==> src/sv/tcw_pkg.sv <==
// Shared types and constants of the text console writer.
package tcw_pkg;

    localparam int CHAR_W       = 8;
    localparam int READ_ROW_W   = 5;
    localparam int READ_COL_W   = 7;
    localparam int ROWS_CFG_W   = 6;
    localparam int COLS_CFG_W   = 8;
    localparam int CFG_DATA_W   = 8;
    localparam int CFG_INDEX_W  = 1;
    localparam int OUT_ROW_W    = 5;
    localparam int OUT_COL_W    = 8;
    localparam int LOCATION_W   = 16;

    localparam logic [CHAR_W-1:0] NEWLINE_CODE = 8'h0A;
    localparam logic [CHAR_W-1:0] SPACE_CODE   = 8'h20;
    localparam int                CURSOR_PITCH = 80;

    localparam logic OP_PUT  = 1'b0;
    localparam logic OP_READ = 1'b1;

    localparam logic [CFG_INDEX_W-1:0] REG_ROWS_IN_USE    = 1'b0;
    localparam logic [CFG_INDEX_W-1:0] REG_COLUMNS_IN_USE = 1'b1;

    // controller -> datapath
    typedef struct packed {
        logic load;     // capture the input item
        logic clr_wr;   // reset sweep: write one space cell
        logic exec;     // carry out a read, a put or a newline; a scrolling newline restarts the sweep address
        logic scr_rd;   // scroll: read the cell one row below
        logic scr_wr;   // scroll: write the fetched cell one row up
        logic fill_wr;  // scroll: write a space into the last row
        logic nl_fin;   // scroll done: cursor to start of the last row
    } t_cmd;

    // datapath -> controller
    typedef struct packed {
        logic needs_scroll;
        logic clr_last;
        logic copy_phase;
        logic fill_last;
    } t_stat;

endpackage

==> src/sv/tcw_ctrl.sv <==
// Sequencing state machine of the text console writer.
module tcw_ctrl (
    input  logic           i_clk,
    input  logic           i_rst_n,
    input  logic           i_start,
    input  tcw_pkg::t_stat i_stat,
    output tcw_pkg::t_cmd  o_cmd,
    output logic           o_busy,
    output logic           o_done
);

    typedef enum logic [5:0] {
        S_CLEAR  = 6'b000001,
        S_IDLE   = 6'b000010,
        S_EXEC   = 6'b000100,
        S_SCR_RD = 6'b001000,
        S_SCR_WR = 6'b010000,
        S_DONE   = 6'b100000
    } t_state;

    t_state r_state, n_state;

    always_ff @(posedge i_clk) begin
        if (!i_rst_n) begin
            r_state <= S_CLEAR;
        end else begin
            r_state <= n_state;
        end
    end

    always_comb begin
        n_state = r_state;
        o_cmd   = '0;
        case (r_state)
            S_CLEAR: begin
                o_cmd.clr_wr = 1'b1;
                if (i_stat.clr_last) begin
                    n_state = S_IDLE;
                end
            end
            S_IDLE: begin
                if (i_start) begin
                    o_cmd.load = 1'b1;
                    n_state    = S_EXEC;
                end
            end
            S_EXEC: begin
                o_cmd.exec = 1'b1;
                n_state    = i_stat.needs_scroll ? S_SCR_RD : S_DONE;
            end
            S_SCR_RD: begin
                if (i_stat.copy_phase) begin
                    o_cmd.scr_rd = 1'b1;
                    n_state      = S_SCR_WR;
                end else begin
                    o_cmd.fill_wr = 1'b1;
                    if (i_stat.fill_last) begin
                        o_cmd.nl_fin = 1'b1;
                        n_state      = S_DONE;
                    end
                end
            end
            S_SCR_WR: begin
                o_cmd.scr_wr = 1'b1;
                n_state      = S_SCR_RD;
            end
            S_DONE: begin
                n_state = S_IDLE;
            end
            default: begin
                n_state = S_CLEAR;
            end
        endcase
    end

    assign o_busy = (r_state != S_IDLE);
    assign o_done = (r_state == S_DONE);

endmodule

==> config.mk <==
export PLATFORM = sky130hd
export DESIGN_NAME = tcw_ctrl
export DESIGN_NICKNAME = d
export VERILOG_FILES = /design/src/sv/tcw_pkg.sv /design/src/sv/tcw_ctrl.sv
export SDC_FILE = /design/constraint.sdc
export NUM_CORES = 1
export LEC_CHECK = 0
export BUFFER_PORTS_ARGS = -buffer_cell sky130_fd_sc_hd__buf_2
export CORE_AREA = 2 2 39 41
export CTS_CLUSTER_DIAMETER = 150
export DETAILED_ROUTE_END_ITERATION = 12
export DIE_AREA = 0 0 41 43
export PLACE_DENSITY = 0.52
export SYNTH_ARGS = -nofsm -noshare
export SYNTH_HDL_FRONTEND = slang
export SYNTH_SLANG_ARGS = --single-unit
==> constraint.sdc <==
create_clock -name i_clk -period 1.85 [get_ports i_clk]
set_input_delay 0.2775 -clock i_clk [delete_from_list [all_inputs] [get_ports i_clk]]
set_output_delay 0.2775 -clock i_clk [all_outputs]
set_load 0.01 [all_outputs]
Yosys cells after proc, flatten, opt, wreduce, memory -nomap -nowiden
Cells that the tools add are included. Widths: inputs -> output; s select.

Equality and inequality tests: 10. Mux-type cells: 16. Reduce and logical (&&, ||, !) cells: 1.

Operators by type and width (count): $pmux 6 s6 (1); $mux 6 (5); $mux 1 (8); $eq 6x1->1 const B (1); $eq 6x2->1 const B (1); $eq 6x3->1 const B (1); $eq 6x4->1 const B (1); $eq 6x5->1 const B (1); $eq 6x6->1 const B (1); $ne 6x2->1 const B (1); $mux 2 (2); $ne 2x2->1 const B (2); $ne 3x3->1 const B (1); $reduce_and 3->1 (1).

Input port bits: 7. Bits in registers: 6. Word-level logic and storage cells: 28.

Depth between registers and ports, before layout
Gate-level depths: netlist of run 1.

Word-level depth: 3. Mapped depth: 3. Gate-level depth less buffers: 3.

Least setup slack after synthesis of run 1
Ideal clock, no wire load.

Path kind: reg-to-output. From: register r_state[1]. To: output o_cmd[2] in the netlist's numbering. Setup slack: 0.326 ns. Data required time: 1.572 ns. Buffers on the path: 0. Data arrival time: 1.247 ns. Cell stages (with the launch flop): 4. Cells stage by stage: dfxtp_1 -> or4_4 -> or2_1 -> inv_1.

RTL lines: start, declared (line tcw_ctrl.sv:21) `t_state r_state, n_state;`; start signal, assigned (line tcw_ctrl.sv:27) `r_state <= n_state;`; end, declared (line tcw_ctrl.sv:7) `output tcw_pkg::t_cmd o_cmd,`.

==> results of run 1 <==
## cells by family (layout without fill, tap and decap cells)
logic type | count (synthesis) | in the layout | share of synthesized area (%)
AO/OA/AOI/OAI | 8 | 8 | 22.9
buffers and inverters | 2 | 26 | 1.91
flip-flops | 6 | 6 | 30.5
AND/OR/NAND/NOR | 28 | 28 | 44.8
## worst paths after layout
kind	from	to	slack [ps]	cells after the start
hold reg to reg	r_state[2]	r_state[0]	650	3
hold / removal	i_rst_n	r_state[4]	290	2
setup reg to reg	r_state[2]	r_state[1]	210	4
setup / recovery	r_state[2]	o_cmd[2]	20	4
## routing by layer
metal | share of wire (%) | vias up
met1 | 43 | 193
li1 | - | 216
met5 | 0 | -
met2 | 48 | 14
met4 | 1.5 | 0
met3 | 7.3 | 2
## cells in the mapped netlist
library cell	instances
sky130_fd_sc_hd__nand4bb_1	1
sky130_fd_sc_hd__nand3_1	1
sky130_fd_sc_hd__o311a_1	1
sky130_fd_sc_hd__nor4b_1	2
sky130_fd_sc_hd__o211ai_1	1
sky130_fd_sc_hd__nand3b_1	1
sky130_fd_sc_hd__nand2_1	2
sky130_fd_sc_hd__or2_1	1
sky130_fd_sc_hd__dfxtp_1	6
sky130_fd_sc_hd__o2bb2a_2	1
sky130_fd_sc_hd__inv_1	2
sky130_fd_sc_hd__nor2_1	5
sky130_fd_sc_hd__and3b_1	1
sky130_fd_sc_hd__and2_1	3
sky130_fd_sc_hd__nor2b_1	2
sky130_fd_sc_hd__or3_1	1
sky130_fd_sc_hd__and3_1	2
sky130_fd_sc_hd__nor4_1	1
sky130_fd_sc_hd__nand2b_1	2
sky130_fd_sc_hd__a211oi_1	1
sky130_fd_sc_hd__a31o_1	1
sky130_fd_sc_hd__a2bb2oi_1	1
sky130_fd_sc_hd__nand4b_1	1
sky130_fd_sc_hd__o31ai_4	1
sky130_fd_sc_hd__a311oi_2	1
sky130_fd_sc_hd__or4_4	1
sky130_fd_sc_hd__nor3_1	1
## critical path, delay by kind of cell, from the launching register on
kind                   cells  cell delay, ps
buffers and inverters      2             160
AND/OR/NAND/NOR            2             800
flip-flops                 1             330
## layout make-up
type | instances | share of cell area, %
inverter | 2 | 1.34
timing repair buffer | 21 | 21.4
multi-input combinational | 36 | 47.9
tap | 16 | 3.56
clock buffer | 3 | 4.01
sequential | 6 | 21.8
## cells in the final DEF (no fill, tap or decap), drive strengths merged
cell type / count
nand2b: 2
o311a: 1
nor4: 1
and2: 3
a31o: 1
clkbuf: 3
or4: 1
nand3b: 1
nand3: 1
and3b: 1
nand4bb: 1
or3: 1
nor2b: 2
inv: 2
o2bb2a: 1
buf: 21
o211ai: 1
nand4b: 1
or2: 1
and3: 2
nor3: 1
nand2: 2
nor2: 5
nor4b: 2
dfxtp: 6
a2bb2oi: 1
a211oi: 1
a311oi: 1
o31ai: 1
## power groups by stage
stage / registers (mW) / clock network, mW / logic (mW)
final: 0.154 / 0.126 / 0.147
after floorplan: 0.153 / 0 / 0.0912
after global placement: 0.156 / 0 / 0.142
after detailed placement: 0.156 / 0 / 0.140
after global routing: 0.156 / 0.138 / 0.162
after CTS: 0.153 / 0.130 / 0.140
## what timing repair did
action | in CTS | in global routing
setup buffers | 2 | 1
endpoints found under the setup margin | 1 | 1
resized for setup | 3 | 0
pin swaps | 2 | 1
==> metrics.txt, run 1 <==
# TYPE chip_impl_metric gauge
chip_impl_info{name="type_of_the_worst_setup_path",value="flop to output port"} 1
chip_impl_metric{name="hold_slack",unit="ps"} 293
chip_impl_metric{name="cts_htree_levels",unit=""} 1
chip_impl_metric{name="peak_clock_frequency_supported_by_timing",unit="MHz"} 548
chip_impl_metric{name="port-buffer-count",unit=""} 15
chip_impl_info{name="unrepaired_setup_endpoints_after_global_routing",value="true"} 1
chip_impl_info{name="post-synth-top-area-cell",value="sky130_fd_sc_hd__dfxtp_1"} 1
chip_impl_metric{name="drt_drc_violations_left",unit=""} 0
chip_impl_metric{name="power.share.clock",unit="%"} 29.5
chip_impl_metric{name="cell_internal_pwr",unit="mW"} 0.288
chip_impl_metric{name="gpl.final_weighted_congestion",unit=""} 0.706
chip_impl_metric{name="crit_share_post_route",unit="%"} 98.7
chip_impl_info{name="clock_tree_from_tritoncts",value="yes"} 1
chip_impl_metric{name="grt_use_met1",unit="%"} 17.2
chip_impl_metric{name="vias_per_cell",unit=""} 5.06
chip_impl_metric{name="grt_pass1_vias",unit=""} 376
chip_impl_metric{name="place_inst",unit=""} 78
chip_impl_metric{name="design.die.area",unit="sq um"} 1760
chip_impl_metric{name="switchingPower",unit="mW"} 0.139
chip_impl_metric{name="global_route_wire_length_before_repair",unit="um"} 1570
chip_impl_metric{name="post_layout_nonfiller_instances",unit=""} 84
chip_impl_metric{name="cts.hold.buffers_added",unit=""} 0
chip_impl_metric{name="wire_per_inst",unit="um"} 11.8
chip_impl_metric{name="seqPwrFrac",unit="%"} 36.0
chip_impl_metric{name="postRouteWirelength",unit="um"} 992
chip_impl_metric{name="finalHoldViolCount",unit=""} 0
chip_impl_metric{name="worstSkewPairLatency",unit="ps"} 250
chip_impl_metric{name="p_leak",unit="nW"} 0.273
chip_impl_metric{name="fin_worst_skew",unit="ps"} 7.23
chip_impl_metric{name="area_growth_syn_to_layout",unit="%"} 42.5
chip_impl_metric{name="finalWorstPathRequiredPeriod",unit="ps"} 1830
chip_impl_metric{name="drive_above_1_share",unit="%"} 45.6
chip_impl_info{name="critical-path-slowest-cell",value="sky130_fd_sc_hd__or4_4"} 1
chip_impl_metric{name="floorplan.initialDensity",unit="%"} 28.5
chip_impl_info{name="ys_top_cells_by_area",value="sky130_fd_sc_hd__dfxtp_1, sky130_fd_sc_hd__o31ai_4, sky130_fd_sc_hd__and2_1, sky130_fd_sc_hd__nor2_1, sky130_fd_sc_hd__nor4b_1"} 1
chip_impl_metric{name="clkTransAtPathRegs",unit="ps"} 50
chip_impl_metric{name="timing.final.ws_setup",unit="ps"} 23.6
chip_impl_info{name="cts.root.buffer_cell",value="sky130_fd_sc_hd__clkbuf_4"} 1
chip_impl_metric{name="global_route.usage.met3",unit="%"} 6.28
chip_impl_metric{name="postSynthRegisterBits",unit=""} 6
chip_impl_info{name="timing.critical_path.cells",value="or4_4 -> or2_4 -> inv_1 -> buf_2"} 1
chip_impl_metric{name="netlist_area",unit="sq um"} 394
chip_impl_info{name="top_register",value="r_state"} 1
chip_impl_metric{name="critPathArrivalTime",unit="ps"} 1550
chip_impl_metric{name="clock_tree_sinks",unit=""} 6
chip_impl_metric{name="largest_register_ffs",unit=""} 6
chip_impl_metric{name="totalNegativeSetupSlack",unit="ps"} 0
chip_impl_metric{name="globalRouteTotalUtil",unit="%"} 13.6
chip_impl_metric{name="cts_buffers",unit=""} 3
chip_impl_metric{name="drt_pre_antenna_iters",unit=""} 4
chip_impl_metric{name="stdcell_area",unit="sq um"} 562
chip_impl_metric{name="synthDistinctLibCells",unit=""} 27
chip_impl_metric{name="die-height",unit="um"} 43
chip_impl_metric{name="drt_iter0_markers",unit=""} 11
chip_impl_metric{name="die_x",unit="um"} 41
chip_impl_metric{name="maxCapViolations",unit=""} 0
chip_impl_metric{name="via_count",unit=""} 425
chip_impl_metric{name="syn-num-nets",unit=""} 51
chip_impl_metric{name="placeableCoreArea",unit="sq um"} 1380
chip_impl_metric{name="power_frac_comb",unit="%"} 34.5
chip_impl_metric{name="pin_count",unit=""} 16
chip_impl_metric{name="synth_sequential_area_ratio",unit="%"} 30.5
chip_impl_info{name="hold_path.class",value="input pin to flop"} 1
chip_impl_metric{name="cp.required",unit="ps"} 1570
chip_impl_metric{name="buffers_from_clock_root_to_sink_at_most",unit=""} 2
chip_impl_metric{name="switching_share",unit="%"} 32.5
chip_impl_info{name="status",value="finished, final reports clean"} 1
chip_impl_metric{name="synth_area_per_cell",unit="sq um"} 8.96
chip_impl_info{name="start_kind",value="flop"} 1
chip_impl_metric{name="relSlewSlack",unit="%"} 70.7
chip_impl_info{name="reg.largest.list",value="r_state x6"} 1
chip_impl_metric{name="setup_slack_after_placement",unit="ps"} 214
chip_impl_metric{name="grt_max_degree",unit=""} 9
chip_impl_metric{name="fin_nets",unit=""} 77
chip_impl_metric{name="report.final.setup_viol",unit=""} 0
chip_impl_metric{name="multi_input_logic_area",unit="sq um"} 269
chip_impl_metric{name="placedInstanceArea",unit="sq um"} 512
chip_impl_metric{name="synthCells",unit=""} 44
chip_impl_metric{name="power",unit="mW"} 0.427
chip_impl_metric{name="fillCellCount",unit=""} 142
chip_impl_metric{name="antenna_found_initial",unit=""} 0
chip_impl_metric{name="post-dp-hpwl",unit="um"} 771
chip_impl_metric{name="finish.utilization",unit="%"} 40.6
chip_impl_metric{name="detail-route-antenna-nets",unit=""} 0
chip_impl_metric{name="antennaDiodeCount",unit=""} 0
chip_impl_metric{name="worst_pin_slew",unit="ps"} 438
chip_impl_metric{name="synthesis.yosys.warnings",unit=""} 0
chip_impl_metric{name="slowest_delay",unit="ps"} 550
chip_impl_metric{name="slew_violations",unit=""} 0
chip_impl_info{name="globalRoute.busiestLayer",value="met2"} 1
chip_impl_metric{name="ir_drop",unit="uV"} 306
chip_impl_metric{name="fp-row-count",unit=""} 14
chip_impl_metric{name="gr-usage-met2",unit="%"} 19.1
chip_impl_metric{name="p_per_area",unit="nW/um^2"} 760
chip_impl_metric{name="regArea",unit="sq um"} 123
chip_impl_metric{name="critical_path.max_fanout",unit=""} 5
chip_impl_info{name="worst_setup_path_end_kind",value="output port"} 1
chip_impl_metric{name="post-synth-top-area-fraction",unit="%"} 30.5
chip_impl_metric{name="grt_overflow",unit=""} 0
(Power assumes the default switching activity.)
==> run 2, diff against run 1 <==
Settings changed: MAX_ROUTING_LAYER set to met4, RECOVER_POWER set to 50.
==> metrics.txt, run 2 (synthesized netlist as in run 1, its figures left out) <==
# TYPE chip_impl_metric gauge
chip_impl_info{name="worst_setup_path_end_kind",value="output port"} 1
chip_impl_metric{name="totalNegativeSetupSlack",unit="ps"} 0
chip_impl_metric{name="postRouteWirelength",unit="um"} 1010
chip_impl_info{name="clock_tree_from_tritoncts",value="yes"} 1
chip_impl_metric{name="p_per_area",unit="nW/um^2"} 758
chip_impl_metric{name="via_count",unit=""} 425
chip_impl_metric{name="fp-row-count",unit=""} 14
chip_impl_metric{name="critical_path.max_fanout",unit=""} 5
chip_impl_metric{name="largest_register_ffs",unit=""} 6
chip_impl_metric{name="cp.required",unit="ps"} 1570
chip_impl_metric{name="power",unit="mW"} 0.417
chip_impl_info{name="layout_commonest_cell",value="sky130_fd_sc_hd__buf_2"} 1
chip_impl_info{name="rr_endpoint",value="r_state[5]"} 1
chip_impl_info{name="status",value="finished, final reports clean"} 1
chip_impl_metric{name="pin_count",unit=""} 16
chip_impl_metric{name="cts_htree_levels",unit=""} 1
chip_impl_metric{name="wire_per_inst",unit="um"} 12.0
chip_impl_metric{name="fin_worst_skew",unit="ps"} 6.90
chip_impl_metric{name="seqPwrFrac",unit="%"} 36.8
chip_impl_metric{name="post-dp-hpwl",unit="um"} 771
chip_impl_metric{name="worst_pin_slew",unit="ps"} 438
chip_impl_metric{name="area_growth_syn_to_layout",unit="%"} 39.4
chip_impl_metric{name="slew_violations",unit=""} 0
chip_impl_metric{name="slowest_delay",unit="ps"} 550
chip_impl_metric{name="gpl.final_weighted_congestion",unit=""} 0.714
chip_impl_metric{name="fin_nets",unit=""} 77
chip_impl_metric{name="switchingPower",unit="mW"} 0.135
chip_impl_metric{name="peak_clock_frequency_supported_by_timing",unit="MHz"} 548
chip_impl_metric{name="globalRouteTotalUtil",unit="%"} 13.9
chip_impl_metric{name="ir_drop",unit="uV"} 303
chip_impl_metric{name="antenna_found_initial",unit=""} 0
chip_impl_info{name="critical-path-slowest-cell",value="sky130_fd_sc_hd__or4_4"} 1
chip_impl_info{name="critical-path-top-delay-family",value="simple AND/OR/NAND/NOR gates"} 1
chip_impl_metric{name="p_leak",unit="nW"} 0.268
chip_impl_info{name="min-delay-start",value="i_rst_n"} 1
chip_impl_info{name="top_register",value="r_state"} 1
chip_impl_metric{name="drt_iter0_markers",unit=""} 9
chip_impl_metric{name="maxCapViolations",unit=""} 0
chip_impl_metric{name="cell_internal_pwr",unit="mW"} 0.282
chip_impl_info{name="timing.critical_path.cells",value="or4_4 -> or2_4 -> inv_1 -> buf_2"} 1
chip_impl_metric{name="drive_above_1_share",unit="%"} 44.1
chip_impl_metric{name="vias_per_cell",unit=""} 5.06
chip_impl_metric{name="finalHoldViolCount",unit=""} 0
chip_impl_metric{name="drt_drc_violations_left",unit=""} 0
chip_impl_metric{name="post_layout_nonfiller_instances",unit=""} 84
chip_impl_info{name="type_of_the_worst_setup_path",value="flop to output port"} 1
chip_impl_metric{name="grt_pass1_vias",unit=""} 376
chip_impl_metric{name="floorplan.initialDensity",unit="%"} 28.5
chip_impl_metric{name="worstSkewPairLatency",unit="ps"} 250
chip_impl_metric{name="relSlewSlack",unit="%"} 70.7
chip_impl_metric{name="finalWorstPathRequiredPeriod",unit="ps"} 1830
chip_impl_metric{name="antennaDiodeCount",unit=""} 0
chip_impl_metric{name="regToRegSetupSlack",unit="ps"} 180
chip_impl_metric{name="die-height",unit="um"} 43
chip_impl_metric{name="grt_max_degree",unit=""} 9
chip_impl_info{name="r2r-start",value="r_state[2]"} 1
chip_impl_metric{name="clock_tree_sinks",unit=""} 6
chip_impl_info{name="unrepaired_setup_endpoints_after_global_routing",value="true"} 1
chip_impl_metric{name="fillCellCount",unit=""} 145
chip_impl_metric{name="detail-route-antenna-nets",unit=""} 0
chip_impl_metric{name="grt_overflow",unit=""} 0
chip_impl_metric{name="clkTransAtPathRegs",unit="ps"} 50
chip_impl_metric{name="cts_buffers",unit=""} 3
chip_impl_metric{name="report.final.setup_viol",unit=""} 0
chip_impl_metric{name="timing.reg2reg.worst_path_depth",unit=""} 4
chip_impl_info{name="layout.cells.most_common_list",value="sky130_fd_sc_hd__buf_2, sky130_fd_sc_hd__nor2_1, sky130_fd_sc_hd__buf_4"} 1
chip_impl_metric{name="buffers_from_clock_root_to_sink_at_most",unit=""} 2
chip_impl_metric{name="design.die.area",unit="sq um"} 1760
chip_impl_metric{name="drt_pre_antenna_iters",unit=""} 4
chip_impl_metric{name="power_frac_comb",unit="%"} 33.1
chip_impl_info{name="start_kind",value="flop"} 1
chip_impl_metric{name="switching_share",unit="%"} 32.3
chip_impl_info{name="cts.root.buffer_cell",value="sky130_fd_sc_hd__clkbuf_4"} 1
chip_impl_metric{name="placeableCoreArea",unit="sq um"} 1380
chip_impl_metric{name="die_x",unit="um"} 41
chip_impl_metric{name="place_inst",unit=""} 78
chip_impl_metric{name="timing.hold.worst_path_depth",unit=""} 2
chip_impl_info{name="reg.largest.list",value="r_state x6"} 1
chip_impl_metric{name="crit_share_post_route",unit="%"} 98.7
chip_impl_metric{name="timing.critical_path.buf_inv",unit=""} 2
chip_impl_metric{name="critPathArrivalTime",unit="ps"} 1550
chip_impl_metric{name="power.share.clock",unit="%"} 30.0
chip_impl_metric{name="global_route_wire_length_before_repair",unit="um"} 1570
chip_impl_metric{name="port-buffer-count",unit=""} 15
chip_impl_info{name="hold_path.class",value="input pin to flop"} 1
chip_impl_info{name="min_delay_worst_endpoint",value="r_state[4]"} 1
## run 2: cell types whose count changed in the layout (fill, tap and decap cells not counted), sizes merged
cell / change
buf: -1
clkbuf: +1
## run 2: what timing repair did
| action | CTS | global route |
|---|---|---|
| hold endpoints to repair | 0 | 0 |
| buffers inserted | 2 | 1 |
| pin swaps | 2 | 1 |
| endpoints found under the setup margin | 1 | 1 |
| hold buffers | 0 | 0 |
| resized for setup | 3 | 0 |
## run 2: how the worst max path moves through the flow
stage                to       start  cells past startpoint
4_1_cts        o_cmd[2]  r_state[2]                      4
2_1_floorplan  o_cmd[2]  r_state[1]                      3
6_report       o_cmd[2]  r_state[2]                      4
3_3_place_gp   o_cmd[2]  r_state[1]                      4
3_5_place_dp   o_cmd[2]  r_state[1]                      4
5_1_grt        o_cmd[2]  r_state[2]                      4
## run 2: final cells by class
class                           instances  area [sq um]  share of cell area, %
Multi-Input combinational cell         36           260                   47.4
Sequential cell                         6           123                   22.3
Timing Repair Buffer                   21           116                   21.2
Clock buffer                            3          22.5                   4.10
Tap cell                               16          20.0                   3.64
Inverter                                2          7.51                   1.37
## run 2: power by group through the flow
stage	logic (mW)	clock network, mW	registers [mW]
3_5_place_dp	0.140	0	0.156
3_3_place_gp	0.142	0	0.156
4_1_cts	0.140	0.130	0.153
5_1_grt	0.152	0.138	0.156
2_1_floorplan	0.0912	0	0.153
6_report	0.138	0.125	0.153
## run 2: stage by stage
step / util [%] / cell area (sq um) / hold WS (ps) / setup slack [ps]
global route: 39.7 / 549 / 277 / -32.0
finish: 39.7 / 549 / 276 / 24.8
global placement: 37.0 / 512 / 554 / 217
detailed placement: 37.0 / 512 / 555 / 214
CTS: 40.1 / 554 / 294 / 6.77
floorplan: - / 394 / 399 / 326
## run 2: layer usage
metal  wire length [um]  up-vias  global-route usage, %
met5                  0        -                      -
met4                 15        0                   6.00
met3                 64        2                   6.28
met2                477       12                   19.1
met1                448      196                   17.2
li1                   -      215                      -
==> run 3, diff against run 2 <==
Settings changed: CTS_CLUSTER_SIZE set to 30, PLACE_DENSITY 0.52 to not set, PLACE_DENSITY_LB_ADDON set to 0.08.
==> metrics.txt, run 3 (synthesized netlist as in run 1, its figures left out) <==
# TYPE chip_impl_metric gauge
chip_impl_info{name="status",value="finished, final reports clean"} 1
chip_impl_metric{name="totalNegativeSetupSlack",unit="ps"} 0
chip_impl_info{name="unrepaired_setup_endpoints_after_global_routing",value="false"} 1
chip_impl_metric{name="area_growth_syn_to_layout",unit="%"} 37.1
chip_impl_info{name="cp-startpoint",value="r_state[5]"} 1
chip_impl_info{name="layout_commonest_cell",value="sky130_fd_sc_hd__buf_2"} 1
chip_impl_info{name="start_kind",value="flop"} 1
chip_impl_metric{name="drive_above_1_share",unit="%"} 43.3
chip_impl_metric{name="drt_pre_antenna_iters",unit=""} 2
chip_impl_info{name="r2r-start",value="r_state[5]"} 1
chip_impl_metric{name="pin_count",unit=""} 16
chip_impl_metric{name="critical_path.max_fanout",unit=""} 5
chip_impl_metric{name="via_count",unit=""} 412
chip_impl_metric{name="antennaDiodeCount",unit=""} 0
chip_impl_metric{name="floorplan.initialDensity",unit="%"} 28.5
chip_impl_metric{name="cts_buffers",unit=""} 3
chip_impl_metric{name="peak_clock_frequency_supported_by_timing",unit="MHz"} 554
chip_impl_info{name="clock_tree_from_tritoncts",value="yes"} 1
chip_impl_info{name="top_register",value="r_state"} 1
chip_impl_metric{name="grt_max_degree",unit=""} 9
chip_impl_metric{name="ir_drop",unit="uV"} 314
chip_impl_metric{name="place_inst",unit=""} 78
chip_impl_metric{name="die-height",unit="um"} 43
chip_impl_info{name="hold_path.class",value="input pin to flop"} 1
chip_impl_metric{name="p_leak",unit="nW"} 0.259
chip_impl_info{name="critical-path-top-delay-family",value="simple AND/OR/NAND/NOR gates"} 1
chip_impl_metric{name="clkTransAtPathRegs",unit="ps"} 50
chip_impl_metric{name="fp-row-count",unit=""} 14
chip_impl_metric{name="detail-route-antenna-nets",unit=""} 0
chip_impl_info{name="critical-path-slowest-cell",value="sky130_fd_sc_hd__or4_4"} 1
chip_impl_metric{name="grt_overflow",unit=""} 0
chip_impl_metric{name="design.die.area",unit="sq um"} 1760
chip_impl_metric{name="crit_share_post_route",unit="%"} 97.5
chip_impl_metric{name="post-dp-hpwl",unit="um"} 774
chip_impl_metric{name="cp.required",unit="ps"} 1570
chip_impl_metric{name="relSlewSlack",unit="%"} 72.7
chip_impl_metric{name="slowest_delay",unit="ps"} 540
chip_impl_metric{name="report.final.setup_viol",unit=""} 0
chip_impl_metric{name="drt_iter0_markers",unit=""} 6
chip_impl_metric{name="fin_worst_skew",unit="ps"} 7.88
chip_impl_metric{name="grt_pass1_vias",unit=""} 383
chip_impl_metric{name="global_route_wire_length_before_repair",unit="um"} 1550
chip_impl_metric{name="worstSkewPairLatency",unit="ps"} 250
chip_impl_metric{name="timing.critical_path.buf_inv",unit=""} 2
chip_impl_info{name="timing.critical_path.cells",value="or4_4 -> or2_4 -> inv_1 -> buf_2"} 1
chip_impl_metric{name="regToRegSetupSlack",unit="ps"} 230
chip_impl_metric{name="stdcell_area",unit="sq um"} 541
chip_impl_metric{name="antenna_found_initial",unit=""} 0
chip_impl_metric{name="globalRouteTotalUtil",unit="%"} 14.3
chip_impl_info{name="layout.cells.most_common_list",value="sky130_fd_sc_hd__buf_2, sky130_fd_sc_hd__nor2_1, sky130_fd_sc_hd__dfxtp_1"} 1
chip_impl_metric{name="maxCapViolations",unit=""} 0
chip_impl_metric{name="post_layout_nonfiller_instances",unit=""} 83
chip_impl_metric{name="cts.hold.buffers_added",unit=""} 0
chip_impl_metric{name="fin_nets",unit=""} 76
chip_impl_metric{name="buffers_from_clock_root_to_sink_at_most",unit=""} 2
chip_impl_info{name="reg.largest.list",value="r_state x6"} 1
chip_impl_info{name="type_of_the_worst_setup_path",value="flop to output port"} 1
chip_impl_metric{name="worst_pin_slew",unit="ps"} 408
chip_impl_metric{name="largest_register_ffs",unit=""} 6
chip_impl_metric{name="placeableCoreArea",unit="sq um"} 1380
chip_impl_metric{name="clock_tree_sinks",unit=""} 6
chip_impl_metric{name="drt_drc_violations_left",unit=""} 0
chip_impl_metric{name="critPathArrivalTime",unit="ps"} 1530
chip_impl_metric{name="gpl.final_weighted_congestion",unit=""} 0.696
chip_impl_metric{name="placedInstanceArea",unit="sq um"} 512
chip_impl_metric{name="slew_violations",unit=""} 0
chip_impl_metric{name="finalHoldViolCount",unit=""} 0
chip_impl_metric{name="vias_per_cell",unit=""} 4.96
chip_impl_info{name="worst_setup_path_end_kind",value="output port"} 1
chip_impl_metric{name="cts_htree_levels",unit=""} 1
chip_impl_metric{name="die_x",unit="um"} 41
chip_impl_info{name="min-delay-start",value="i_rst_n"} 1
chip_impl_metric{name="p_per_area",unit="nW/um^2"} 775
chip_impl_metric{name="wire_per_inst",unit="um"} 11.9
chip_impl_metric{name="port-buffer-count",unit=""} 15
chip_impl_info{name="cts.root.buffer_cell",value="sky130_fd_sc_hd__clkbuf_4"} 1
chip_impl_metric{name="postRouteWirelength",unit="um"} 985
chip_impl_metric{name="fillCellCount",unit=""} 161
chip_impl_metric{name="finalWorstPathRequiredPeriod",unit="ps"} 1800
-- run 3: timing repair --
item	4_1_cts	5_1_grt
gates resized for setup	1	3
pin swaps	1	1
endpoints found under the setup margin	1	2
setup buffers	2	0
-- run 3: worst register-to-register path: stages (launching register included) --
cell,delay [ps]
sky130_fd_sc_hd__dfxtp_2,330
sky130_fd_sc_hd__or4_4,540
sky130_fd_sc_hd__clkbuf_1,140
sky130_fd_sc_hd__o31ai_2,380
sky130_fd_sc_hd__a211oi_1,90
-- run 3: worst paths after layout --
check	to	cells after the start
max	o_cmd[2]	4
max reg2reg	r_state[5]	4
min reg2reg	r_state[0]	3
min	r_state[4]	2
-- run 3: routing by layer --
| layer | part of all wire (%) | vias up | wire length [um] | global-route usage, % |
|---|---|---|---|---|
| li1 | - | 218 | - | - |
| met1 | 46 | 184 | 450 | 16.5 |
| met2 | 49 | 8 | 482 | 19.1 |
| met3 | 4.7 | 2 | 46 | 9.42 |
| met4 | 0.61 | 0 | 6 | 6.00 |
| met5 | 0 | - | 0 | - |
-- run 3: area by class of cell --
| type | count | area, sq um | area share [%] |
|---|---|---|---|
| inverter | 2 | 7.51 | 1.39 |
| clock buffer | 3 | 22.5 | 4.17 |
| sequential | 6 | 123 | 22.7 |
| timing repair buffer | 20 | 105 | 19.4 |
| multi-input combinational | 36 | 263 | 48.6 |
| tap | 16 | 20.0 | 3.70 |
-- run 3: power breakdown --
group	leakage, nW	internal [mW]	total, mW	switching (mW)
Sequential	0.0499	0.141	0.155	0.0135
Clock	0.0138	0.0734	0.120	0.0469
Combinational	0.195	0.0708	0.144	0.0735
Total	0.259	0.285	0.419	0.134
-- run 3: per-stage QoR --
step | total power [mW] | worst slack, ps | hold slack, ps | utilization [%]
6_report | 0.419 | 46.5 | 277 | 39.1
3_5_place_dp | 0.296 | 212 | 558 | 37.0
3_3_place_gp | 0.299 | 223 | 559 | 37.0
2_1_floorplan | 0.244 | 326 | 399 | -
4_1_cts | 0.437 | 2.09 | 287 | 39.9
5_1_grt | 0.449 | 2.36 | 289 | 39.1
